$ cat src/rtl/one_shot_drum_sample_player_defines.svh
// Assertion macros shared by the drum sample player RTL.
// Included by modules that carry concurrent assertions; no other dependencies.
`ifndef ONE_SHOT_DRUM_SAMPLE_PLAYER_DEFINES_SVH
`define ONE_SHOT_DRUM_SAMPLE_PLAYER_DEFINES_SVH

// Check an expression at every clock edge outside reset.
`define OSDSP_ASSERT_ALWAYS(label, clk_s, rstn_s, expr, msg) \
    label: assert property (@(posedge clk_s) disable iff (!rstn_s) (expr)) else $error(msg);

// Check a consequence in the cycle after its antecedent.
`define OSDSP_ASSERT_NEXT(label, clk_s, rstn_s, ante, cons, msg) \
    label: assert property (@(posedge clk_s) disable iff (!rstn_s) (ante) |=> (cons)) \
        else $error(msg);

`endif

$ cat src/rtl/osdsp_pkg.sv
// Shared types, codes and constants of the drum sample player.
// No dependencies; the sample store, controller, output stage and top level import it.
package osdsp_pkg;

    localparam int PHASE_W    = 31;
    localparam int FRAC_W     = 16;
    localparam int PITCH_W    = 11;
    localparam int STEP_W     = 19;
    localparam int LEN_W      = 16;
    localparam int CNT_W      = 20;
    localparam int SAMPLE_W   = 16;
    localparam int DUTY_W     = 10;
    localparam int REQ_W      = 3;
    localparam int CFG_IDX_W  = 1;
    localparam int CFG_DATA_W = 20;

    localparam logic [7:0]       PHASE_STEP_MUL = 8'd131;
    localparam logic [CNT_W-1:0] COUNT_MAX      = 20'hFFFFF;
    localparam logic [LEN_W-1:0] LEN_RESET      = 16'd28800;
    localparam logic [CNT_W-1:0] DELAY_RESET    = 20'd240000;

    typedef enum logic [REQ_W-1:0] {
        REQ_TICK   = 3'd0,
        REQ_GATE   = 3'd1,
        REQ_DETENT = 3'd2,
        REQ_PITCH  = 3'd3,
        REQ_WRITE  = 3'd4
    } req_kind_t;

    typedef enum logic [CFG_IDX_W-1:0] {
        CFG_PLAY_LENGTH = 1'b0,
        CFG_SAVE_DELAY  = 1'b1
    } cfg_reg_t;

    typedef struct packed {
        logic is_tick;
        logic playing;
        logic save_now;
    } meta_t;

    function automatic logic [DUTY_W-1:0] duty_of(input logic [SAMPLE_W-1:0] raw);
        logic [DUTY_W-1:0] ob;
        ob = {~raw[SAMPLE_W-1], raw[SAMPLE_W-2:SAMPLE_W-DUTY_W]};
        return (ob == '0) ? '0 : ob - 1'b1;
    endfunction

endpackage

$ cat src/rtl/osdsp_res_if.sv
// Result channel of the drum sample player: valid/ready plus result payload.
// Depends on nothing; the voice width follows the parameter.
interface osdsp_res_if #(
    parameter int VOICE_W = 6
);
    logic               valid;
    logic               ready;
    logic [9:0]         pwm_duty;
    logic               playing;
    logic [VOICE_W-1:0] voice;
    logic               save_now;

    modport source (
        output valid, pwm_duty, playing, voice, save_now,
        input  ready
    );
    modport sink (
        input  valid, pwm_duty, playing, voice, save_now,
        output ready
    );
endinterface

$ cat src/rtl/osdsp_out.sv
// Read-data stage and output register: forms the PWM duty and drives the result channel.
// Depends on osdsp_pkg and osdsp_res_if.
module osdsp_out #(
    parameter int VOICE_W = 6
) (
    input  logic                           clk,
    input  logic                           rst_n,
    input  logic                           s1_valid,
    input  osdsp_pkg::meta_t               s1_meta,
    input  logic [VOICE_W-1:0]             s1_voice,
    input  logic [osdsp_pkg::SAMPLE_W-1:0] rd_data,
    output logic                           s2_ready,
    osdsp_res_if.source                    rsp
);
    import osdsp_pkg::*;

    logic               s2_valid_reg;
    meta_t              s2_meta_reg;
    logic [VOICE_W-1:0] s2_voice_reg;
    logic               out_valid_reg;
    logic [DUTY_W-1:0]  duty_reg;
    logic               playing_reg;
    logic [VOICE_W-1:0] voice_reg;
    logic               save_reg;
    logic               out_free;

    assign out_free = !out_valid_reg || rsp.ready;
    assign s2_ready = !s2_valid_reg || out_free;

    always_ff @(posedge clk or negedge rst_n)
    begin
        if (!rst_n)
        begin
            s2_valid_reg  <= 1'b0;
            out_valid_reg <= 1'b0;
        end
        else
        begin
            if (s2_ready)
            begin
                s2_valid_reg <= s1_valid;
            end
            if (out_free)
            begin
                out_valid_reg <= s2_valid_reg;
            end
        end
    end

    // hold payload while the receiver stalls
    always_ff @(posedge clk)
    begin
        if (s2_ready && s1_valid)
        begin
            s2_meta_reg  <= s1_meta;
            s2_voice_reg <= s1_voice;
        end
        if (out_free && s2_valid_reg)
        begin
            duty_reg    <= s2_meta_reg.is_tick ? duty_of(rd_data) : '0;
            playing_reg <= s2_meta_reg.playing;
            voice_reg   <= s2_voice_reg;
            save_reg    <= s2_meta_reg.save_now;
        end
    end

    assign rsp.valid    = out_valid_reg;
    assign rsp.pwm_duty = duty_reg;
    assign rsp.playing  = playing_reg;
    assign rsp.voice    = voice_reg;
    assign rsp.save_now = save_reg;

endmodule

$ cat src/flat_wrapper.sv
// flat-port wrapper written by rule: the top's interface ports become plain ports
module osdsp_out_flat import osdsp_pkg::*;
#(
    parameter int VOICE_W = 6
)
  (clk, rst_n, s1_valid, s1_meta, s1_voice, rd_data, s2_ready, rsp_valid, rsp_pwm_duty, rsp_playing, rsp_voice, rsp_save_now, rsp_ready);
  osdsp_res_if #(.VOICE_W(VOICE_W)) rsp_i ();
  input  logic clk;
  input  logic rst_n;
  input  logic s1_valid;
  input  osdsp_pkg::meta_t s1_meta;
  input  logic [VOICE_W-1:0] s1_voice;
  input  logic [osdsp_pkg::SAMPLE_W-1:0] rd_data;
  output logic s2_ready;
  output wire logic [$bits(rsp_i.valid)-1:0] rsp_valid;
  output wire logic [$bits(rsp_i.pwm_duty)-1:0] rsp_pwm_duty;
  output wire logic [$bits(rsp_i.playing)-1:0] rsp_playing;
  output wire logic [$bits(rsp_i.voice)-1:0] rsp_voice;
  output wire logic [$bits(rsp_i.save_now)-1:0] rsp_save_now;
  input wire logic [$bits(rsp_i.ready)-1:0] rsp_ready;
  assign rsp_valid = rsp_i.valid;
  assign rsp_pwm_duty = rsp_i.pwm_duty;
  assign rsp_playing = rsp_i.playing;
  assign rsp_voice = rsp_i.voice;
  assign rsp_save_now = rsp_i.save_now;
  assign rsp_i.ready = rsp_ready;
  osdsp_out #(.VOICE_W(VOICE_W)) u_core (.clk(clk), .rst_n(rst_n), .s1_valid(s1_valid), .s1_meta(s1_meta), .s1_voice(s1_voice), .rd_data(rd_data), .s2_ready(s2_ready), .rsp(rsp_i));
endmodule
$ cat config.mk
export PLATFORM = sky130hd
export DESIGN_NAME = osdsp_out_flat
export DESIGN_NICKNAME = d
export VERILOG_FILES = /design/src/rtl/one_shot_drum_sample_player_defines.svh /design/src/rtl/osdsp_pkg.sv /design/src/rtl/osdsp_res_if.sv /design/src/rtl/osdsp_out.sv /design/src/flat_wrapper.sv
export SDC_FILE = /design/constraint.sdc
export NUM_CORES = 1
export LEC_CHECK = 0
export ABC_CLOCK_PERIOD_IN_PS = 1400
export BUFFER_PORTS_ARGS = -buffer_cell sky130_fd_sc_hd__buf_2
export CORE_MARGIN = 2
export CORE_UTILIZATION = 43
export CTS_BUF_LIST = sky130_fd_sc_hd__clkbuf_4 sky130_fd_sc_hd__clkbuf_8
export CTS_CLUSTER_SIZE = 16
export DETAILED_ROUTE_END_ITERATION = 6
export GPL_TIMING_DRIVEN = 0
export PLACE_DENSITY = 0.76
export SLEW_MARGIN = 20
export SYNTH_ARGS = -nofsm -noshare
export SYNTH_HDL_FRONTEND = slang
export SYNTH_SLANG_ARGS = --single-unit
$ cat constraint.sdc
create_clock -name clk -period 1.4 [get_ports clk]
set_input_delay 0.14 -clock clk [delete_from_list [all_inputs] [get_ports clk]]
set_output_delay 0.14 -clock clk [all_outputs]
set_load 0.005 [all_outputs]
==> results of run 1 <==
## per-stage QoR
step / util / cell area (um2) / worst slack (ns) / instances
CTS: 0.650 / 1630 / 0.00792 / 164
finish: 0.668 / 1670 / 0.00687 / 166
global placement: 0.571 / 1430 / -0.648 / 143
global route: 0.668 / 1670 / -0.0103 / 166
detailed placement: 0.571 / 1430 / -0.699 / 143
floorplan: - / 1180 / -0.334 / 71
## timing repair
item	in CTS	in global routing
pin swaps	3	0
endpoints found under the hold margin	10	1
cloned	1	0
gates resized for setup	9	6
endpoints found under the setup margin	28	8
hold buffers	9	1
setup buffers	4	1
## report_power, final
part	leakage, nW	internal [mW]	switching [mW]
Sequential	0.284	1.02	0.0174
Combinational	0.354	0.115	0.112
Clock	0.0354	0.210	0.260
## routing by layer
layer / global-route usage / share of wire
met1: 0.177 / 0.37
met2: 0.262 / 0.54
met3: 0.0422 / 0.065
met4: 0.108 / 0.020
met5: 0 / 0
## Yosys cell counts
cell type | number | area share
or4b_1 | 2 | 0.018
buf_2 | 1 | 0.0044
inv_1 | 4 | 0.013
nand3b_1 | 1 | 0.0066
or4_1 | 2 | 0.013
and2_1 | 2 | 0.011
or3_2 | 1 | 0.0066
or3_1 | 3 | 0.016
o41ai_4 | 1 | 0.024
nor4_1 | 1 | 0.0055
a21oi_1 | 6 | 0.026
dfrtp_1 | 2 | 0.044
clkbuf_2 | 1 | 0.0044
nand2b_1 | 3 | 0.016
nor3b_1 | 1 | 0.0066
edfxtp_1 | 27 | 0.71
nor2_1 | 4 | 0.013
ha_1 | 1 | 0.011
o21ai_0 | 3 | 0.013
o31ai_1 | 3 | 0.020
xnor2_1 | 1 | 0.0077
o41ai_1 | 1 | 0.0077
## layout make-up
cell class,instances,share of cell area
Tap cell,30,0.0225
Clock inverter,2,0.00600
Clock buffer,6,0.0270
Buffer,1,0.00825
Inverter,4,0.0195
Sequential cell,29,0.516
Timing Repair Buffer,58,0.225
Multi-Input combinational cell,36,0.176
## path summary, 6_finish.rpt
check	to	start	slack (ns)
hold reg to reg	u_core.rsp.playing$_DFFE_PP_	u_core.s2_meta_reg[1]$_DFFE_PP_	0.42
max in group asynchronous	u_core.s2_valid_reg$_DFFE_PN0N_	rst_n	1.17
setup reg to reg	u_core.rsp.pwm_duty[9]$_SDFFCE_PP0P_	u_core.rsp.valid$_DFFE_PN0P_	0.12
min in group asynchronous	u_core.rsp.valid$_DFFE_PN0P_	rst_n	0.14
hold / removal	u_core.s2_valid_reg$_DFFE_PN0N_	s1_valid	0.02
setup / recovery	u_core.rsp.pwm_duty[4]$_SDFFCE_PP0P_	rd_data[7]	0.007
## logic make-up after synthesis
| family | count (synthesis) | synth area share |
|---|---|---|
| DFF | 29 | 0.755 |
| AOI/OAI and AO/OA | 14 | 0.0911 |
| and+or+nand+nor | 20 | 0.113 |
| adders and majority gates | 1 | 0.0110 |
| buffers and inverters | 6 | 0.0219 |
| xor gates and xnor gates | 1 | 0.00769 |
==> impl_metrics.ini, run 1 <==
[pwr]
finalPower_mw = 1.74
power_density_nw_per_um2 = 1040
p_leak_nw = 0.673
vdd_ir_drop_max_mv = 0.887

[cts]
cts.path.max_buffers = 2
clk_latency_ns = 0.31
clock-sinks = 29
path_clk_slew_ns = 0.09
htree_levels = 2
clockRootBuffer = clkbuf_4
cts_tree = built
cts_buffers = 5

[detailed_routing]
drtIter0Drc = 15
viasPerCell = 5.05
dr_total_vias = 838
wl_per_cell_um = 13.6
drc = 0
drtPass1Iterations = 4
wl_um = 2260
ant_nets = 0

[sta]
setup_tns_ns = 0
finalMaxSlewViolations = 0
max_slew_margin = 0.715
setup_viol = 0
worst_slew_pin_slew_ns = 0.427
fmax_mhz = 718
min_period_over_period = 0.995
rsz0062_at_grt = yes
finalHoldViolCount = 0
min_period_ns = 1.39
clock_skew_ns = 0.00897
whs_ns = 0.0203

[floorplanning]
ios = 49
core-area_um2 = 2500
row_count = 18
die_y_um = 55.5
die_area_um2 = 3080
initial_utilization = 0.456
die_w_um = 55.5

[global_routing]
antenna_found_initial = 0
grt_overflow_total = 0
grt_pass1_vias = 806
grt.total_usage = 0.158
grt_pass1_wl_um = 3640
grt_max_degree = 19

[critical_path]
cp_num_cells = 7
critPathMaxStageDelay_ns = 0.50
crit_slowest_cell = or4b_4
crit_buf_inv = 3
start_kind = input port
rr_worst_depth = 2
crit_family = simple AND/OR/NAND/NOR gates
crit_arrival_ns = 1.45
crit_type = input port to flip-flop
endpoint_kind = flip-flop
required_ns = 1.46
worstPathCellList = buf_8 -> inv_12 -> ha_4 -> or4b_4 -> o41ai_4 -> buf_4 -> a21oi_1
cp_max_fo = 5

[cells_and_area]
layout_common_cells = buf_2 (40), edfxtp_1 (27), dlygate4sd3_1 (10)
largest_register_ffs = 10
layout-drive-gt1-share = 0.507
nets = 165
final_common_cell = buf_2
fillers = 192
areaGrowthSynthToFinish_pct = 46.4
n_antenna_cell = 0
seqCellArea_um2 = 861
multi_input_area_um2 = 294

[job]
maxCapViolCount = 0

[logic_synthesis]
synth.distinct_cells = 22
syn_area_um2 = 1140
avgSynthCellArea_um2 = 16.1
synth_cells = 71
synth_seq_cells = 29
syn_nets = 101
ys_seq_area_frac = 0.755
yosys_warnings = 0

[worst_hold_path]
min_path_type = input port to flip-flop
hold_depth = 2

[place]
dp_hpwl_um = 1490
gp_congestion = 0.824
io_buffer_count = 42

[outcome]
status = finished clean
(Power assumes the default switching activity.)
==> run 2: changes to the inputs <==
==> constraint.sdc (replaced) <==
create_clock -name clk -period 1.4 [get_ports clk]
set_input_delay 0.14 -clock clk [delete_from_list [all_inputs] [get_ports clk]]
set_output_delay 0.14 -clock clk [all_outputs]
set_load 0.02 [all_outputs]
==> run 2 against run 1 <==
Compared with the run above:
- the run now ends with negative setup slack left
- fmax shrank 3.2%
- final area shrank 1.8%
- register-to-register slack worse by 0.03 ns
- worst hold slack lost 0.0039 ns
- global-route usage increased by 0.94 points
- critical endpoint is now u_core.rsp.pwm_duty[7]$_SDFFCE_PP0P_
- largest power group unchanged
- highest routed layer unchanged
==> impl_metrics.ini, run 2 (synthesis gave the netlist of run 1 again) <==
[outcome]
status = finished, violations left
violations = negative setup slack

[job]
maxCapViolCount = 0

[cells_and_area]
layout-drive-gt1-share = 0.485
final_cells = 164
final_core_util = 0.656
final_common_cell = buf_2
largest_register_ffs = 10
fillers = 190
layout_common_cells = buf_2 (40), edfxtp_1 (27), dlygate4sd3_1 (10)
final_cell_area_um2 = 1640
nets = 163
n_antenna_cell = 0
areaGrowthSynthToFinish_pct = 43.8

[critical_path]
crit_slowest_cell = or4_1
crit_type = input port to flip-flop
start_kind = input port
worstPathCellList = buf_2 -> or4_1 -> clkbuf_8 -> or4b_1 -> a21oi_1
endpoint_kind = flip-flop
crit_arrival_ns = 1.60
cp_max_fo = 5
required_ns = 1.56
critPathMaxStageDelay_ns = 0.52

[detailed_routing]
wl_per_cell_um = 14.6
ant_nets = 0
dr_total_vias = 845
viasPerCell = 5.15
drtIter0Drc = 20
wl_um = 2390
drc = 0
drtPass1Iterations = 4

[cts]
clk_latency_ns = 0.33
cts_tree = built
clock-sinks = 29
cts_buffers = 5
cts.path.max_buffers = 2
path_clk_slew_ns = 0.10
htree_levels = 2
clockRootBuffer = clkbuf_4

[global_routing]
grt_pass1_wl_um = 3800
grt_overflow_total = 0
antenna_found_initial = 0
grt.total_usage = 0.168
grt_max_degree = 19
grt_pass1_vias = 886

[pwr]
p_leak_nw = 0.657
finalPower_mw = 1.81
vdd_ir_drop_max_mv = 0.764
power_density_nw_per_um2 = 1100

[sta]
min_period_over_period = 1.03
worst_slew_pin_slew_ns = 0.444
min_period_ns = 1.44
finalHoldViolCount = 0
finalMaxSlewViolations = 0
clock_skew_ns = 0.0136
fmax_mhz = 695
setup_viol = 1
layout_setup_ws_ns = -0.0392
max_slew_margin = 0.704

[place]
gp_congestion = 0.795
placed_cell_area_um2 = 1430
dp_hpwl_um = 1570
placed_cells_incl_taps = 143
dp_slack_ns = -0.676
io_buffer_count = 42

[floorplanning]
core-area_um2 = 2500
row_count = 18
ios = 49
die_w_um = 55.5
initial_utilization = 0.456
die_y_um = 55.5
die_area_um2 = 3080

[worst_hold_path]
min_path_type = input port to flip-flop
[run 2: metrics by stage]
| step | TNS [ns] | hold WS, ns |
|---|---|---|
| 3_5_place_dp | -6.59 | -0.0727 |
| 5_1_grt | -0.0830 | 0.0180 |
| 4_1_cts | 0 | 0.000123 |
| 2_1_floorplan | -3.22 | -0.156 |
| 6_report | -0.0392 | 0.0164 |
| 3_3_place_gp | -6.25 | -0.0747 |
[run 2: routing by layer]
layer | global-route usage | vias up | wire length, um
met1 | 0.164 | 415 | 896
met5 | 0 | - | 0
met2 | 0.289 | 27 | 1380
met3 | 0.0422 | 4 | 81
met4 | 0.146 | 0 | 27
li1 | - | 399 | -
[run 2: worst max-delay path, delay by kind of cell]
family | cells | cell delay (ns)
and+or+nand+nor | 2 | 1.01
buffers and inverters | 2 | 0.28
AOI/OAI and AO/OA | 1 | 0.16
[run 2: cell type report]
type	instances	area, um2	share of cell area
Clock buffer	6	45.0	0.0275
Multi-Input combinational cell	36	287	0.175
Clock inverter	2	10.0	0.00611
Timing Repair Buffer	56	353	0.215
Sequential cell	29	861	0.525
Buffer	1	13.8	0.00840
Tap cell	30	37.5	0.0229
Inverter	4	32.5	0.0198
[run 2: power by group]
group | internal [mW] | total [mW] | switching (mW)
sequential | 1.02 | 1.04 | 0.0178
clock | 0.210 | 0.497 | 0.286
combinational | 0.111 | 0.272 | 0.161
total | 1.35 | 1.81 | 0.465
[run 2: timing repair]
action | CTS | global route
pin swaps | 3 | 0
gates resized for setup | 4 | 7
gates cloned | 1 | 0
buffers inserted | 2 | 1
hold endpoints to repair | 11 | 0
hold buffers | 10 | 0
endpoints found under the setup margin | 10 | 7
[run 2: worst paths after layout]
kind	depth (start not counted)	slack, ns	from	to
max	5	-0.04	rd_data[9]	u_core.rsp.pwm_duty[7]$_SDFFCE_PP0P_
min	2	0.02	s1_valid	u_core.s2_valid_reg$_DFFE_PN0N_
max reg2reg	2	0.09	u_core.rsp.valid$_DFFE_PN0P_	u_core.rsp.pwm_duty[5]$_SDFFCE_PP0P_
min reg2reg	0	0.43	u_core.s2_voice_reg[3]$_DFFE_PP_	u_core.rsp.voice[3]$_DFFE_PP_
max in group asynchronous	2	1.19	rst_n	u_core.s2_valid_reg$_DFFE_PN0N_
min in group asynchronous	2	0.11	rst_n	u_core.rsp.valid$_DFFE_PN0P_
==> run 3: changes to the inputs <==
--- a/config.mk
+++ b/config.mk
@@ -8,12 +8,11 @@
 export ABC_CLOCK_PERIOD_IN_PS = 1400
 export BUFFER_PORTS_ARGS = -buffer_cell sky130_fd_sc_hd__buf_2
 export CORE_MARGIN = 2
-export CORE_UTILIZATION = 43
-export CTS_BUF_LIST = sky130_fd_sc_hd__clkbuf_4 sky130_fd_sc_hd__clkbuf_8
+export CORE_UTILIZATION = 41
 export CTS_CLUSTER_SIZE = 16
 export DETAILED_ROUTE_END_ITERATION = 6
 export GPL_TIMING_DRIVEN = 0
-export PLACE_DENSITY = 0.76
+export PLACE_DENSITY = 0.73
 export SLEW_MARGIN = 20
 export SYNTH_ARGS = -nofsm -noshare
 export SYNTH_HDL_FRONTEND = slang
==> run 3 against run 2 <==
Compared with the run above:
- global-route usage fell by 1.5 points
- the flow still finishes with violations (negative setup slack)
- critical path depth did not move
- non-clock buffer count rose by 1
- critical path type unchanged
- cell count rose by 1.2%
- register-to-register slack improved by 0.04 ns
==> impl_metrics.ini, run 3 (synthesis gave the netlist of run 1 again) <==
[outcome]
status = finished, violations left
violations = negative setup slack

[cts]
cts_tree = built
cts.path.max_buffers = 2
cts_buffers = 5
clockRootBuffer = clkbuf_4
clock-sinks = 29
path_clk_slew_ns = 0.09
htree_levels = 2
clk_latency_ns = 0.32

[floorplanning]
die_w_um = 56.7
die_area_um2 = 3220
ios = 49
initial_utilization = 0.424
core-area_um2 = 2690
die_y_um = 56.7
row_count = 19

[detailed_routing]
drtPass1Iterations = 4
dr_total_vias = 828
highest_layer = met4
wl_per_cell_um = 13.9
m1WireLength_um = 717
drc = 0
wl_met3_um = 120
dr_wl_met2_um = 1380
drtIter0Drc = 9
viasPerCell = 4.99
ant_nets = 0
wl_um = 2300

[critical_path]
worstReg2RegEnd = u_core.rsp.pwm_duty[5]$_SDFFCE_PP0P_
critPathMaxStageDelay_ns = 0.53
rr_startpoint = u_core.rsp.valid$_DFFE_PN0P_
rrSetupSlack_ns = 0.13
crit_slowest_cell = or4_4
worstPathCellList = buf_12 -> or4_4 -> clkbuf_8 -> or4b_1 -> a21oi_2
start_kind = input port
cp_max_fo = 7
rr_worst_depth = 2
endpoint_kind = flip-flop
crit_type = input port to flip-flop
crit_arrival_ns = 1.59
required_ns = 1.58

[sta]
clock_skew_ns = 0.00881
worst_slew_pin_slew_ns = 0.427
finalHoldViolCount = 0
finalMaxSlewViolations = 0
min_period_ns = 1.41
rsz0062_at_grt = yes
fmax_mhz = 710
max_slew_margin = 0.715
min_period_over_period = 1.01
layout_setup_ws_ns = -0.00861
setup_viol = 1

[global_routing]
grt_max_degree = 19
grt_pass1_vias = 799
antenna_found_initial = 0
grt.total_usage = 0.153
grt_pass1_wl_um = 3490
grt_overflow_total = 0

[worst_hold_path]
hp-start = s1_valid
min_to = u_core.s2_valid_reg$_DFFE_PN0N_
min_path_type = input port to flip-flop
hold_depth = 2

[cells_and_area]
nets = 164
layout_common_cells = buf_2 (40), edfxtp_1 (27), dlygate4sd3_1 (10)
final_cells = 166
areaGrowthSynthToFinish_pct = 47.0
layout-drive-gt1-share = 0.519
final_cell_area_um2 = 1680
final_common_cell = buf_2
largest_register_ffs = 10
n_antenna_cell = 0

[pwr]
finalPower_mw = 1.80
power_density_nw_per_um2 = 1070
p_leak_nw = 0.666
vdd_ir_drop_max_mv = 0.927

[place]
placed_cell_area_um2 = 1430
io_buffer_count = 42
dp_slack_ns = -0.708
placed_cells_incl_taps = 144
gp_congestion = 0.824

[job]
maxCapViolCount = 0
run 3: critical path, delay by kind of cell:
kind | cells | cell delay (ns)
buf+inv | 2 | 0.28
compound gates | 1 | 0.12
simple gates | 2 | 1.05
run 3: layout make-up:
class	count	area, um2
plain buffers	1	13.8
clock buffers	5	37.5
clock inverters	3	17.5
fillers	205	1010
inverters	4	32.5
multi-input cells	36	302
flip-flops and latches	29	861
well taps	31	38.8
repair buffers	57	373
run 3: where the power goes:
| part | internal (mW) | switching, mW |
|---|---|---|
| Sequential | 1.02 | 0.0170 |
| Combinational | 0.118 | 0.162 |
| Clock | 0.189 | 0.290 |
| Total | 1.33 | 0.468 |
run 3: how the worst max path moves through the flow:
stage / from / to / depth (start not counted)
floorplan: rd_data[7] / u_core.rsp.pwm_duty[9]$_SDFFCE_PP0P_ / 6
global placement: rd_data[7] / u_core.rsp.pwm_duty[9]$_SDFFCE_PP0P_ / 7
detailed placement: rd_data[7] / u_core.rsp.pwm_duty[0]$_SDFFCE_PP0P_ / 7
CTS: rd_data[7] / u_core.rsp.pwm_duty[7]$_SDFFCE_PP0P_ / 5
global route: rd_data[7] / u_core.rsp.pwm_duty[7]$_SDFFCE_PP0P_ / 5
finish: rd_data[7] / u_core.rsp.pwm_duty[7]$_SDFFCE_PP0P_ / 5
run 3: per-layer routing:
| layer | track usage | up-vias |
|---|---|---|
| met5 | 0 | - |
| li1 | - | 400 |
| met3 | 0.0530 | 10 |
| met4 | 0.119 | 0 |
| met2 | 0.282 | 27 |
| met1 | 0.128 | 391 |
run 3: timing repair:
action	4_1_cts	5_1_grt
setup endpoints to repair	10	5
resized for setup	4	14
hold endpoints to repair	11	0
hold buffers	10	0
buffers inserted	2	3
pin swaps	3	3
run 3: metrics by stage:
step | utilization | hold slack (ns) | TNS, ns
4_1_cts | 0.597 | 0.00744 | 0
2_1_floorplan | - | -0.156 | -3.22
3_5_place_dp | 0.532 | -0.0680 | -6.85
5_1_grt | 0.624 | 0.0224 | -0.0770
3_3_place_gp | 0.532 | -0.0755 | -6.34
6_report | 0.624 | 0.0171 | -0.00861
