## config.mk

```make
export PLATFORM = sky130hd
export DESIGN_NAME = osdsp_ctrl_flat
export DESIGN_NICKNAME = d
export VERILOG_FILES = /design/src/rtl/osdsp_pkg.sv /design/src/rtl/osdsp_req_if.sv /design/src/rtl/osdsp_ctrl.sv /design/src/flat_wrapper.sv
export VERILOG_INCLUDE_DIRS = /design/src /design/src/rtl
export SDC_FILE = /design/constraint.sdc
export NUM_CORES = 1
export LEC_CHECK = 0
export BUFFER_PORTS_ARGS = -buffer_cell sky130_fd_sc_hd__buf_2
export CORE_MARGIN = 2
export CORE_UTILIZATION = 45
export DETAILED_ROUTE_END_ITERATION = 8
export PLACE_DENSITY = 0.75
export SLEW_MARGIN = 20
export SYNTH_ARGS = -nofsm -noshare
export SYNTH_HDL_FRONTEND = slang
export SYNTH_SLANG_ARGS = --single-unit
```

## constraint.sdc

```tcl
create_clock -name clk -period 11.2 [get_ports clk]
set_input_delay 1.12 -clock clk [delete_from_list [all_inputs] [get_ports clk]]
set_output_delay 1.12 -clock clk [all_outputs]
set_load 0.005 [all_outputs]
```

## src/rtl/one_shot_drum_sample_player_defines.svh

```systemverilog
// Assertion macros shared by the drum sample player RTL.
// Included by modules that carry concurrent assertions; no other dependencies.
`ifndef ONE_SHOT_DRUM_SAMPLE_PLAYER_DEFINES_SVH
`define ONE_SHOT_DRUM_SAMPLE_PLAYER_DEFINES_SVH

// Check an expression at every clock edge outside reset.
`define OSDSP_ASSERT_ALWAYS(label, clk_s, rstn_s, expr, msg) \
    label: assert property (@(posedge clk_s) disable iff (!rstn_s) (expr)) else $error(msg);

// Check a consequence in the cycle after its antecedent.
`define OSDSP_ASSERT_NEXT(label, clk_s, rstn_s, ante, cons, msg) \
    label: assert property (@(posedge clk_s) disable iff (!rstn_s) (ante) |=> (cons)) \
        else $error(msg);

`endif

```

## src/rtl/osdsp_pkg.sv

```systemverilog
// Shared types, codes and constants of the drum sample player.
// No dependencies; the sample store, controller, output stage and top level import it.
package osdsp_pkg;

    localparam int PHASE_W    = 31;
    localparam int FRAC_W     = 16;
    localparam int PITCH_W    = 11;
    localparam int STEP_W     = 19;
    localparam int LEN_W      = 16;
    localparam int CNT_W      = 20;
    localparam int SAMPLE_W   = 16;
    localparam int DUTY_W     = 10;
    localparam int REQ_W      = 3;
    localparam int CFG_IDX_W  = 1;
    localparam int CFG_DATA_W = 20;

    localparam logic [7:0]       PHASE_STEP_MUL = 8'd131;
    localparam logic [CNT_W-1:0] COUNT_MAX      = 20'hFFFFF;
    localparam logic [LEN_W-1:0] LEN_RESET      = 16'd28800;
    localparam logic [CNT_W-1:0] DELAY_RESET    = 20'd240000;

    typedef enum logic [REQ_W-1:0] {
        REQ_TICK   = 3'd0,
        REQ_GATE   = 3'd1,
        REQ_DETENT = 3'd2,
        REQ_PITCH  = 3'd3,
        REQ_WRITE  = 3'd4
    } req_kind_t;

    typedef enum logic [CFG_IDX_W-1:0] {
        CFG_PLAY_LENGTH = 1'b0,
        CFG_SAVE_DELAY  = 1'b1
    } cfg_reg_t;

    typedef struct packed {
        logic is_tick;
        logic playing;
        logic save_now;
    } meta_t;

    function automatic logic [DUTY_W-1:0] duty_of(input logic [SAMPLE_W-1:0] raw);
        logic [DUTY_W-1:0] ob;
        ob = {~raw[SAMPLE_W-1], raw[SAMPLE_W-2:SAMPLE_W-DUTY_W]};
        return (ob == '0) ? '0 : ob - 1'b1;
    endfunction

endpackage

```

## src/rtl/osdsp_req_if.sv

```systemverilog
// Request channel of the drum sample player: valid/ready plus request payload.
// Depends on nothing; widths of voice and position follow the parameters.
interface osdsp_req_if #(
    parameter int VOICE_W = 6,
    parameter int ADDR_W  = 15
);
    logic                valid;
    logic                ready;
    logic [2:0]          req_type;
    logic                gate_level;
    logic                turn_dir;
    logic [10:0]         pitch_sum;
    logic [VOICE_W-1:0]  mem_voice;
    logic [ADDR_W-1:0]   mem_addr;
    logic signed [15:0]  mem_data;

    modport source (
        output valid, req_type, gate_level, turn_dir, pitch_sum, mem_voice, mem_addr,
               mem_data,
        input  ready
    );
    modport sink (
        input  valid, req_type, gate_level, turn_dir, pitch_sum, mem_voice, mem_addr,
               mem_data,
        output ready
    );
endinterface

```

## src/rtl/osdsp_ctrl.sv

```systemverilog
// Request decode and voice state: phase, gate, voice, save timer, config registers.
// Issues sample reads and writes. Depends on osdsp_pkg, osdsp_req_if and the defines.
`include "one_shot_drum_sample_player_defines.svh"

module osdsp_ctrl #(
    parameter int NUM_VOICES   = 48,
    parameter int SAMPLE_DEPTH = 32768,
    parameter int VOICE_W      = 6,
    parameter int ADDR_W       = 15,
    parameter int MEM_AW       = 21
) (
    input  logic                             clk,
    input  logic                             rst_n,
    input  logic                             cfg_wr_en,
    input  logic [osdsp_pkg::CFG_IDX_W-1:0]  cfg_idx,
    input  logic [osdsp_pkg::CFG_DATA_W-1:0] cfg_wdata,
    osdsp_req_if.sink                        req,
    input  logic                             s2_ready,
    output logic                             s1_valid,
    output osdsp_pkg::meta_t                 s1_meta,
    output logic [VOICE_W-1:0]               s1_voice,
    output logic                             rd_en,
    output logic [MEM_AW-1:0]                rd_addr,
    output logic                             we,
    output logic [MEM_AW-1:0]                waddr,
    output logic [osdsp_pkg::SAMPLE_W-1:0]   wdata
);
    import osdsp_pkg::*;

    localparam int RED_W = ADDR_W + 5;
    localparam logic [VOICE_W:0]    VOICE_LIM  = (VOICE_W + 1)'(NUM_VOICES);
    localparam logic [ADDR_W:0]     DEPTH_LIM  = (ADDR_W + 1)'(SAMPLE_DEPTH);
    localparam logic [VOICE_W-1:0]  VOICE_LAST = VOICE_W'(NUM_VOICES - 1);
    localparam logic [MEM_AW-1:0]   BASE_STEP  = MEM_AW'(SAMPLE_DEPTH);
    localparam logic [MEM_AW-1:0]   BASE_LAST  = MEM_AW'((NUM_VOICES - 1) * SAMPLE_DEPTH);
    localparam logic [RED_W-1:0]    DEPTH_RED  = RED_W'(SAMPLE_DEPTH);

    logic [PHASE_W-1:0] phase_reg, phase_next;
    logic               play_reg, play_next;
    logic [VOICE_W-1:0] voice_reg, voice_next;
    logic [MEM_AW-1:0]  base_reg, base_next;
    logic               last_gate_reg, last_gate_next;
    logic [PITCH_W-1:0] pitch_reg, pitch_next;
    logic               save_pending_reg, save_pending_next;
    logic [CNT_W-1:0]   save_count_reg, save_count_next;
    logic [LEN_W-1:0]   play_length_reg;
    logic [CNT_W-1:0]   save_delay_reg;
    logic               s1_valid_reg, s1_valid_next;
    meta_t              s1_meta_reg, s1_meta_next;
    logic [VOICE_W-1:0] s1_voice_reg;

    logic               accept;
    logic               s1_adv;
    logic [STEP_W-1:0]  step;
    logic [31:0]        sum;
    logic [CNT_W-1:0]   cnt_inc;
    logic               save_now;
    logic [RED_W-1:0]   red;

    assign req.ready = !s1_valid_reg || s2_ready;
    assign accept    = req.valid && req.ready;
    assign s1_adv    = s1_valid_reg && s2_ready;

    assign step    = STEP_W'(pitch_reg) * STEP_W'(PHASE_STEP_MUL);
    assign sum     = {1'b0, phase_reg} + 32'(step);
    assign cnt_inc = (save_count_reg == COUNT_MAX) ? save_count_reg : save_count_reg + 1'b1;

    always_comb
    begin
        phase_next        = phase_reg;
        play_next         = play_reg;
        voice_next        = voice_reg;
        base_next         = base_reg;
        last_gate_next    = last_gate_reg;
        pitch_next        = pitch_reg;
        save_pending_next = save_pending_reg;
        save_count_next   = save_count_reg;
        save_now          = 1'b0;
        if (accept)
        begin
            unique case (req.req_type)
                REQ_TICK:
                begin
                    if (play_reg)
                    begin
                        if (sum[31:FRAC_W] >= play_length_reg)
                        begin
                            phase_next = '0;
                            play_next  = 1'b0;
                        end
                        else
                        begin
                            phase_next = sum[PHASE_W-1:0];
                        end
                    end
                    if (save_pending_reg)
                    begin
                        save_count_next = cnt_inc;
                        if (cnt_inc >= save_delay_reg)
                        begin
                            save_now          = 1'b1;
                            save_pending_next = 1'b0;
                        end
                    end
                end
                REQ_GATE:
                begin
                    if (req.gate_level && !last_gate_reg)
                    begin
                        play_next  = 1'b1;
                        phase_next = '0;
                    end
                    last_gate_next = req.gate_level;
                end
                REQ_DETENT:
                begin
                    if (req.turn_dir)
                    begin
                        if (voice_reg == '0)
                        begin
                            voice_next = VOICE_LAST;
                            base_next  = BASE_LAST;
                        end
                        else
                        begin
                            voice_next = voice_reg - 1'b1;
                            base_next  = base_reg - BASE_STEP;
                        end
                    end
                    else
                    begin
                        if (voice_reg == VOICE_LAST)
                        begin
                            voice_next = '0;
                            base_next  = '0;
                        end
                        else
                        begin
                            voice_next = voice_reg + 1'b1;
                            base_next  = base_reg + BASE_STEP;
                        end
                    end
                    play_next         = 1'b1;
                    phase_next        = '0;
                    save_count_next   = '0;
                    save_pending_next = 1'b1;
                end
                REQ_PITCH:
                begin
                    pitch_next = req.pitch_sum;
                end
                default:
                begin
                end
            endcase
        end
    end

    always_comb
    begin
        s1_valid_next = s1_valid_reg;
        s1_meta_next  = s1_meta_reg;
        if (req.ready)
        begin
            s1_valid_next         = accept;
            s1_meta_next.is_tick  = (req.req_type == REQ_TICK);
            s1_meta_next.playing  = play_next;
            s1_meta_next.save_now = save_now;
        end
    end

    // reduce the integer position modulo the sample depth, one compare-subtract per bit
    always_comb
    begin
        red = RED_W'(phase_reg[PHASE_W-1:FRAC_W]);
        for (int k = 4; k >= 0; k--)
        begin
            if (red >= (DEPTH_RED << k))
            begin
                red = red - (DEPTH_RED << k);
            end
        end
    end

    // state only changes when s1 is empty or moves on, so the address matches the item in s1
    assign rd_en   = s1_adv && s1_meta_reg.is_tick;
    assign rd_addr = base_reg + MEM_AW'(red[ADDR_W-1:0]);

    assign we    = accept && (req.req_type == REQ_WRITE)
                   && ({1'b0, req.mem_voice} < VOICE_LIM)
                   && ({1'b0, req.mem_addr} < DEPTH_LIM);
    assign waddr = MEM_AW'(req.mem_voice) * BASE_STEP + MEM_AW'(req.mem_addr);
    assign wdata = $unsigned(req.mem_data);

    always_ff @(posedge clk or negedge rst_n)
    begin
        if (!rst_n)
        begin
            phase_reg        <= '0;
            play_reg         <= 1'b0;
            voice_reg        <= '0;
            base_reg         <= '0;
            last_gate_reg    <= 1'b0;
            pitch_reg        <= '0;
            save_pending_reg <= 1'b0;
            save_count_reg   <= '0;
            s1_valid_reg     <= 1'b0;
        end
        else
        begin
            phase_reg        <= phase_next;
            play_reg         <= play_next;
            voice_reg        <= voice_next;
            base_reg         <= base_next;
            last_gate_reg    <= last_gate_next;
            pitch_reg        <= pitch_next;
            save_pending_reg <= save_pending_next;
            save_count_reg   <= save_count_next;
            s1_valid_reg     <= s1_valid_next;
        end
    end

    always_ff @(posedge clk)
    begin
        s1_meta_reg <= s1_meta_next;
        if (accept)
        begin
            s1_voice_reg <= voice_next;
        end
    end

    always_ff @(posedge clk or negedge rst_n)
    begin
        if (!rst_n)
        begin
            play_length_reg <= LEN_RESET;
            save_delay_reg  <= DELAY_RESET;
        end
        else if (cfg_wr_en)
        begin
            unique case (cfg_idx)
                CFG_PLAY_LENGTH: play_length_reg <= cfg_wdata[LEN_W-1:0];
                CFG_SAVE_DELAY:  save_delay_reg  <= cfg_wdata[CNT_W-1:0];
                default:
                begin
                end
            endcase
        end
    end

    assign s1_valid = s1_valid_reg;
    assign s1_meta  = s1_meta_reg;
    assign s1_voice = s1_voice_reg;

    `OSDSP_ASSERT_ALWAYS(a_voice_range, clk, rst_n, {1'b0, voice_reg} < VOICE_LIM,
        "voice out of range")
    `OSDSP_ASSERT_ALWAYS(a_base_match, clk, rst_n,
        base_reg == MEM_AW'(voice_reg) * BASE_STEP, "voice base out of step")
    `OSDSP_ASSERT_ALWAYS(a_idle_phase, clk, rst_n, play_reg || (phase_reg == '0),
        "phase nonzero while stopped")
    `OSDSP_ASSERT_NEXT(a_hold_state, clk, rst_n, s1_valid_reg && !s2_ready,
        $stable(phase_reg) && $stable(base_reg), "state moved under a pending read")

endmodule

```

## src/flat_wrapper.sv

```systemverilog
// flat-port wrapper written by rule: the top's interface ports become plain ports
module osdsp_ctrl_flat import osdsp_pkg::*;
#(
    parameter int NUM_VOICES   = 48,
    parameter int SAMPLE_DEPTH = 32768,
    parameter int VOICE_W      = 6,
    parameter int ADDR_W       = 15,
    parameter int MEM_AW       = 21
)
  (clk, rst_n, cfg_wr_en, cfg_idx, cfg_wdata, s2_ready, s1_valid, s1_meta, s1_voice, rd_en, rd_addr, we, waddr, wdata, req_valid, req_req_type, req_gate_level, req_turn_dir, req_pitch_sum, req_mem_voice, req_mem_addr, req_mem_data, req_ready);
  osdsp_req_if #(.VOICE_W(VOICE_W), .ADDR_W(ADDR_W)) req_i ();
  input  logic clk;
  input  logic rst_n;
  input  logic cfg_wr_en;
  input  logic [osdsp_pkg::CFG_IDX_W-1:0] cfg_idx;
  input  logic [osdsp_pkg::CFG_DATA_W-1:0] cfg_wdata;
  input  logic s2_ready;
  output logic s1_valid;
  output osdsp_pkg::meta_t s1_meta;
  output logic [VOICE_W-1:0] s1_voice;
  output logic rd_en;
  output logic [MEM_AW-1:0] rd_addr;
  output logic we;
  output logic [MEM_AW-1:0] waddr;
  output logic [osdsp_pkg::SAMPLE_W-1:0] wdata;
  input wire logic [$bits(req_i.valid)-1:0] req_valid;
  input wire logic [$bits(req_i.req_type)-1:0] req_req_type;
  input wire logic [$bits(req_i.gate_level)-1:0] req_gate_level;
  input wire logic [$bits(req_i.turn_dir)-1:0] req_turn_dir;
  input wire logic [$bits(req_i.pitch_sum)-1:0] req_pitch_sum;
  input wire logic [$bits(req_i.mem_voice)-1:0] req_mem_voice;
  input wire logic [$bits(req_i.mem_addr)-1:0] req_mem_addr;
  input wire logic [$bits(req_i.mem_data)-1:0] req_mem_data;
  output wire logic [$bits(req_i.ready)-1:0] req_ready;
  assign req_i.valid = req_valid;
  assign req_i.req_type = req_req_type;
  assign req_i.gate_level = req_gate_level;
  assign req_i.turn_dir = req_turn_dir;
  assign req_i.pitch_sum = req_pitch_sum;
  assign req_i.mem_voice = req_mem_voice;
  assign req_i.mem_addr = req_mem_addr;
  assign req_i.mem_data = req_mem_data;
  assign req_ready = req_i.ready;
  osdsp_ctrl #(.NUM_VOICES(NUM_VOICES), .SAMPLE_DEPTH(SAMPLE_DEPTH), .VOICE_W(VOICE_W), .ADDR_W(ADDR_W), .MEM_AW(MEM_AW)) u_core (.clk(clk), .rst_n(rst_n), .cfg_wr_en(cfg_wr_en), .cfg_idx(cfg_idx), .cfg_wdata(cfg_wdata), .req(req_i), .s2_ready(s2_ready), .s1_valid(s1_valid), .s1_meta(s1_meta), .s1_voice(s1_voice), .rd_en(rd_en), .rd_addr(rd_addr), .we(we), .waddr(waddr), .wdata(wdata));
endmodule
```

==> run metrics, run 1 <==
status completed; Post-synth EDFFs 9; DR WL/cell 16.0 um; Final GP Congestion 0.889; post-synthesis simple-gate area fraction 11.8%; clk root buf clkbuf_16; most area-consuming cells after synthesis dfrtp_1, ha_1, inv_1; WS Path Type flip-flop to flip-flop; IO buf count 79; TritonCTS buffer count 17; Critical Path Fanout Max 19; height of the die 146 um; FF+latch area 3140 um2; cell taking the most area after synthesis dfrtp_1; Synth Area in Compound Gates 17.7%; Yosys top cell area share 28.4%; Initial Util 46.3%; Tcrit/Tclk final 57.1%; layout cell share with drive strength beyond 1 16.4%; worst slew pin tran 0.967 ns; first-pass GRT wire length 34200 um; DRC violations left 0; xor and xnor area share after synthesis 3.96%; Initial DRC Count 457; Final Net Count 1195; Post-CTS Hold Fix Bufs 0; Site Rows 51; H-tree levels 4; setup slack after layout 4.80 ns; R2R Path Start u_core.pitch_reg[9]; routed vias 7036; All-Layer GR Usage 19.8%; number of antenna violations at the first check in global routing 0; CORE AREA 19600 um2; reg-to-reg slack, setup 4.80 ns; Skew-Pair Late Insertion Delay 0.42 ns; area of the multi-input gates 4950 um2; postcts setup bufs 0; CTS resizes 0; setup_tns 0 ns; most frequent cells after synthesis inv_1, dfrtp_1, ha_1; Leak Pwr 0.00491 uW; Worst R2R End u_core.phase_reg[30]; Netlist cell types 66; Initial DRT Pass Iterations 5; number of global-route vias before repair 6810; Final Max Tran Viols 0; max reg flops 31; Arrival @ worst endpoint 6.74 ns; Yosys warning count 0; Mapped Area 9060 um2; Max transition margin 35.3%; Reg clk slew, reported paths 0.06 ns; Worst Setup EP u_core.phase_reg[30]; RSZ-0062 raised after global routing no; CP endpoint kind flip-flop; I/O pins 150; WL final 20500 um; Vias/cell 5.49; Max VDD drop 0.158 mV; worst hold path type flip-flop to flip-flop; maximum clock rate 156 MHz; antenna diode count 0; total gr overflow 0; largest family of logic cells by synthesized area compound AO/OA/AOI/OAI gates; area grow syn2layout 9.30%; asr flop ratio synth 92.7%; Main synth FF type dfrtp_1; Inst Count DP 1250; DIE AREA 21300 um2; Worst Hold Depth 2; Die W 146 um; syn nets 1192; cell count after synthesis 1001; Detail Route Antenna Nets 0; Adder-Cell Fraction of Synth Area 16.9%; PD cells 228 nW/um2; Critical Path Source u_core.pitch_reg[9]; Worst Skew 0.0117 ns; final setup violation count 0; largest net degree at the start of global routing 75; filler cell count 1788; Final Hold Vio Count 0; Crit path required time 11.54 ns; crit path launch type flip-flop; FF-to-FF path depth 24; most frequent cell after synthesis inv_1; multiplexer area fraction after synthesis 4.33%; Synth Register Bits 123; HPWL Detailed 14900 um; pre-CTS setup slack 4.89 ns; Seq/Total Area, Yosys 34.6%; Clock Sinks 123; minimum clock period 6.40 ns; CTS tree yes; Avg Cell Area, Syn 9.06 um2; Max Cap Viol 0; worst-case clock buffer depth 2; final instance count without filler cells 1282
## cell usage in the layout (no fill, tap or decap), types with 9 or more instances in the layout
| cell | netlist | routed |
|---|---|---|
| xor2_1 | 18 | 18 |
| a31oi_1 | 28 | 28 |
| buf_2 | 3 | 78 |
| and3_1 | 18 | 18 |
| ha_1 | 95 | 95 |
| nor2_1 | 36 | 36 |
| clkbuf_16 | 0 | 17 |
| o21a_1 | 10 | 10 |
| fa_1 | 17 | 17 |
| o21ai_0 | 65 | 65 |
| edfxtp_1 | 9 | 9 |
| xnor2_1 | 23 | 23 |
| o31ai_1 | 11 | 11 |
| a21oi_1 | 51 | 51 |
| a21o_1 | 24 | 24 |
| nor3_1 | 9 | 9 |
| dfstp_2 | 11 | 11 |
| dfrtp_1 | 103 | 103 |
| nand3_1 | 27 | 27 |
| inv_1 | 119 | 119 |
| nand2_1 | 92 | 92 |
| mux2_2 | 34 | 34 |
## metal layers
metal / wire length (um) / track usage (%)
met3: 863 / 4.01
met4: 400 / 6.18
met5: 0 / 0
met1: 9500 / 26.2
met2: 9760 / 32.6
## cell type report
| cell class | instances | area share [%] |
|---|---|---|
| Multi-Input combinational cell | 661 | 50.0 |
| Sequential cell | 123 | 31.7 |
| Inverter | 119 | 4.51 |
| Clock buffer | 18 | 4.33 |
| Timing Repair Buffer | 82 | 4.24 |
| Tap cell | 265 | 3.35 |
| Clock inverter | 14 | 1.94 |
## worst max-delay path: stages (launching register included)
cell and delay, ns:
dfrtp_1 0.39, inv_1 0.11, fa_1 0.55, inv_1 0.04, ha_1 0.29, ha_1 0.28, inv_1 0.05, fa_1 0.53
inv_1 0.04, ha_1 0.36, o21a_1 0.15, o211ai_1 0.08, a31o_2 0.26, a31oi_1 0.17, a211o_1 0.45, nand3_1 0.16
xnor2_1 0.16, ha_1 0.30, a211oi_1 0.23, o21ai_1 0.10, a211o_1 0.23, a41o_1 0.25, or2_1 0.53, or4_4 0.53
o211ai_2 0.07
## metrics by stage
stage	cell area [um2]	hold slack, ns	total power, uW	utilization (%)
2_1_floorplan	9060	0.454	1420	-
3_3_place_gp	9290	0.487	1630	47.4
3_5_place_dp	9290	0.493	1650	47.4
4_1_cts	9910	0.505	2270	50.6
5_1_grt	9910	0.518	2450	50.6
6_report	9910	0.505	2260	50.6
## where the power goes
group	total, uW	leakage [uW]	internal [uW]	switching, uW
Sequential	615	0.00151	534	80.8
Clock	587	0.000299	373	214
Combinational	1060	0.00310	448	614
Total	2260	0.00491	1360	909
## how the worst min path moves through the flow
stage,slack [ns],endpoint,start
floorplan,0.45,u_core.phase_reg[11],u_core.phase_reg[11]
global placement,0.49,u_core.save_delay_reg[9],u_core.save_delay_reg[9]
detailed placement,0.49,u_core.save_delay_reg[9],u_core.save_delay_reg[9]
CTS,0.51,u_core.save_delay_reg[9],u_core.save_delay_reg[9]
global route,0.52,u_core.save_delay_reg[9],u_core.save_delay_reg[9]
finish,0.50,u_core.phase_reg[14],u_core.phase_reg[14]
## kinds of logic after synthesis
| logic type | count (synthesis) |
|---|---|
| AO/OA/AOI/OAI | 250 |
| XOR/XNOR | 41 |
| adder cells (fa/ha/maj) | 112 |
| buffers and inverters | 217 |
| flip-flops | 123 |
| multiplexers | 35 |
| AND/OR/NAND/NOR | 223 |
Power figures use the tool's default switching activity.
==> run 2: changes to the inputs <==
--- a/config.mk
+++ b/config.mk
@@ -6,6 +6,7 @@
 export SDC_FILE = /design/constraint.sdc
 export NUM_CORES = 1
 export LEC_CHECK = 0
+export ABC_AREA = 1
 export BUFFER_PORTS_ARGS = -buffer_cell sky130_fd_sc_hd__buf_2
 export CORE_MARGIN = 2
 export CORE_UTILIZATION = 45
==> constraint.sdc (replaced) <==
create_clock -name clk -period 5.9 [get_ports clk]
set_input_delay 0.59 -clock clk [delete_from_list [all_inputs] [get_ports clk]]
set_output_delay 0.59 -clock clk [all_outputs]
set_load 0.005 [all_outputs]
==> run metrics, run 2 <==
P_int 3070 uW (+130%); WS Path Type flip-flop to flip-flop; Netlist cell types 50 (-24%); GR Util met3 4.70% (+0.69 points); R2R Path Start u_core.pitch_reg[8]; commonest cells after routing, fill and taps aside nand2_1, inv_1, dfrtp_1; number of global-route vias before repair 8211 (+21%); TritonCTS buffer count 17 (unchanged); Arrival @ worst endpoint 5.78 ns (-0.96 ns); most frequent cells after synthesis nand2_1, inv_1, dfrtp_1; maximum clock rate 183 MHz (+17%); Critical Path Fanout Max 14 (-5); Final Hold Vio Count 0 (unchanged); worst hold path type input pin to async pin; postcts setup bufs 0 (unchanged); DR WL/cell 14.2 um (-11%); antenna diode count 0 (unchanged); most area-consuming cells after synthesis dfrtp_1, nand2_1, ha_1; largest net degree at the start of global routing 73 (-2.7%); Initial DRC Count 438 (-4.2%); Site Rows 54 (+5.9%); P_sw 3140 uW (+250%); most used routing layer met2; FF-to-FF path depth 24 (unchanged); cell count after synthesis 1351 (+35%); Worst R2R End u_core.phase_reg[5]; first-pass GRT wire length 38400 um (+12%); switching fraction of total power 50.5% (+10 points); Detail Route Antenna Nets 0 (unchanged); total gr overflow 0 (unchanged); Final Net Count 1563 (+31%); clk root buf clkbuf_16; Yosys warning count 0 (unchanged); Clock Sinks 123 (unchanged); Tcrit/Tclk final 92.6% (+35 points); Final GP Congestion 0.946 (+6.3%); Initial Util 45.4% (-0.87 points); commonest non-fill, non-tap cell in the layout nand2_1; minimum clock period 5.46 ns (-0.937 ns); DIE AREA 23000 um2 (+8.1%); Post-CTS Hold Fix Bufs 0 (unchanged); HPWL Detailed 18100 um (+21%); status completed; height of the die 152 um (+4.0%); Mapped Area 9820 um2 (+8.3%); met1 GRT Util 26.5% (+0.27 points); Skew-Pair Late Insertion Delay 0.43 ns (about the same); Logic pwr share 63.8% (+17 points); Final Max Tran Viols 0 (unchanged); final hold slack 0.193 ns (-0.312 ns); max reg flops 31 (unchanged); CORE AREA 21600 um2 (+10%); Seq/Total Area, Yosys 32.0% (-2.7 points); Initial DRT Pass Iterations 5 (unchanged); worst-case clock buffer depth 2 (unchanged); Leak Pwr 0.00593 uW (+21%); Avg Cell Area, Syn 7.27 um2 (-20%); WL final 23600 um (+15%); Die W 152 um (+4.0%); H-tree levels 4 (unchanged); All-Layer GR Usage 21.4% (+1.6 points); CP endpoint kind flip-flop; Worst Skew 0.00836 ns (-0.00336 ns); Max Cap Viol 0 (unchanged); Reg clk slew, reported paths 0.06 ns (about the same); Reg power frac 19.1% (-8.1 points); PD cells 581 nW/um2 (+150%); number of antenna violations at the first check in global routing 1 (+1); CTS resizes 0 (unchanged); most frequent cell after synthesis nand2_1; setup_tns 0 ns (unchanged); met2 global-route usage 37.0% (+4.4 points); RSZ-0062 raised after global routing no; cell taking the most area after synthesis dfrtp_1; I/O pins 150 (unchanged); reg-to-reg slack, setup 0.44 ns (-4.36 ns); crit path launch type flip-flop; CTS tree yes; Vias/cell 5.05 (-8.1%); DRC violations left 0 (unchanged); Max transition margin 38.4% (+3.2 points); worst slew pin tran 0.923 ns (-0.0435 ns); routed vias 8400 (+19%); Yosys top cell area share 26.3% (-2.2 points); asr flop ratio synth 92.7% (unchanged); Main synth FF type dfrtp_1; Max VDD drop 0.433 mV (+170%); Crit path required time 6.22 ns (-5.32 ns); Clk pwr share 17.1% (-8.8 points); layout cell share with drive strength beyond 1 12.3% (-4.1 points); syn nets 1542 (+29%); Synth Register Bits 123 (unchanged); final setup violation count 0 (unchanged); Post-synth EDFFs 9 (unchanged); IO buf count 79 (unchanged); area grow syn2layout 8.86%
## run 2: metal layers
| layer | up-vias | share of wire [%] |
|---|---|---|
| met4 | 2 | 2.4 |
| met5 | - | 0.055 |
| met3 | 52 | 4.6 |
| met1 | 3943 | 43 |
| met2 | 206 | 50 |
| li1 | 4197 | - |
## run 2: through the flow
step	setup WS, ns	power (uW)	instance area (um2)	std cells	util (%)
6_report	0.438	6210	10700	1665	49.4
5_1_grt	0.0200	6830	10700	1665	49.4
4_1_cts	0.395	6200	10700	1665	49.4
3_5_place_dp	0.484	5080	10100	1633	46.7
3_3_place_gp	0.563	5020	10100	1633	46.7
2_1_floorplan	1.40	4140	9820	1351	-
## run 2: area by class of cell
cell class                      count  area (um2)
Tap cell                          280         350
Clock inverter                     13         129
Sequential cell                   123        3140
Multi-Input combinational cell    886        5210
Fill cell                        2156       10900
Clock buffer                       19         464
Inverter                          264         991
Timing Repair Buffer               80         405
## run 2: worst max path at each step
stage	start	end	slack [ns]	depth (start not counted)
2_1_floorplan	u_core.pitch_reg[8]	u_core.phase_reg[23]	1.40	27
3_3_place_gp	u_core.pitch_reg[8]	u_core.phase_reg[4]	0.56	24
3_5_place_dp	u_core.pitch_reg[8]	u_core.phase_reg[5]	0.48	24
4_1_cts	u_core.pitch_reg[8]	u_core.phase_reg[5]	0.39	24
5_1_grt	u_core.pitch_reg[8]	u_core.phase_reg[5]	0.02	24
6_report	u_core.pitch_reg[8]	u_core.phase_reg[5]	0.44	24
## run 2: power groups by stage
stage,sequential [uW],clock (uW),combinational (uW)
2_1_floorplan,1150,0,3000
3_3_place_gp,1190,0,3830
3_5_place_dp,1190,0,3880
4_1_cts,1180,1080,3940
5_1_grt,1200,1120,4500
6_report,1180,1060,3960
## run 2: worst max-delay path, cell delays in order, from the launching register on
cell     delay (ns)
dfrtp_1        0.35
inv_1          0.10
fa_1           0.55
inv_1          0.04
ha_1           0.29
ha_1           0.29
inv_1          0.05
fa_1           0.53
inv_1          0.05
ha_1           0.35
nand2_1        0.11
nor2_1         0.22
nand3_1        0.11
nand3_1        0.18
nand2_1        0.10
nand2_1        0.07
nand2_1        0.04
nand2_1        0.11
inv_1          0.06
ha_1           0.28
a21oi_1        0.15
o21ai_0        0.09
a21oi_1        0.31
nand4_2        0.56
o21ai_0        0.37
## run 2: cells by family (layout without fill, tap and decap cells)
family / after synthesis / after routing / share of synthesized area (%)
buf+inv: 342 / 376 / 15.0
simple gates: 593 / 593 / 25.5
flops: 123 / 123 / 32.0
compound gates: 143 / 143 / 8.54
xor+xnor: 38 / 38 / 3.47
fa+ha+maj: 112 / 112 / 15.6
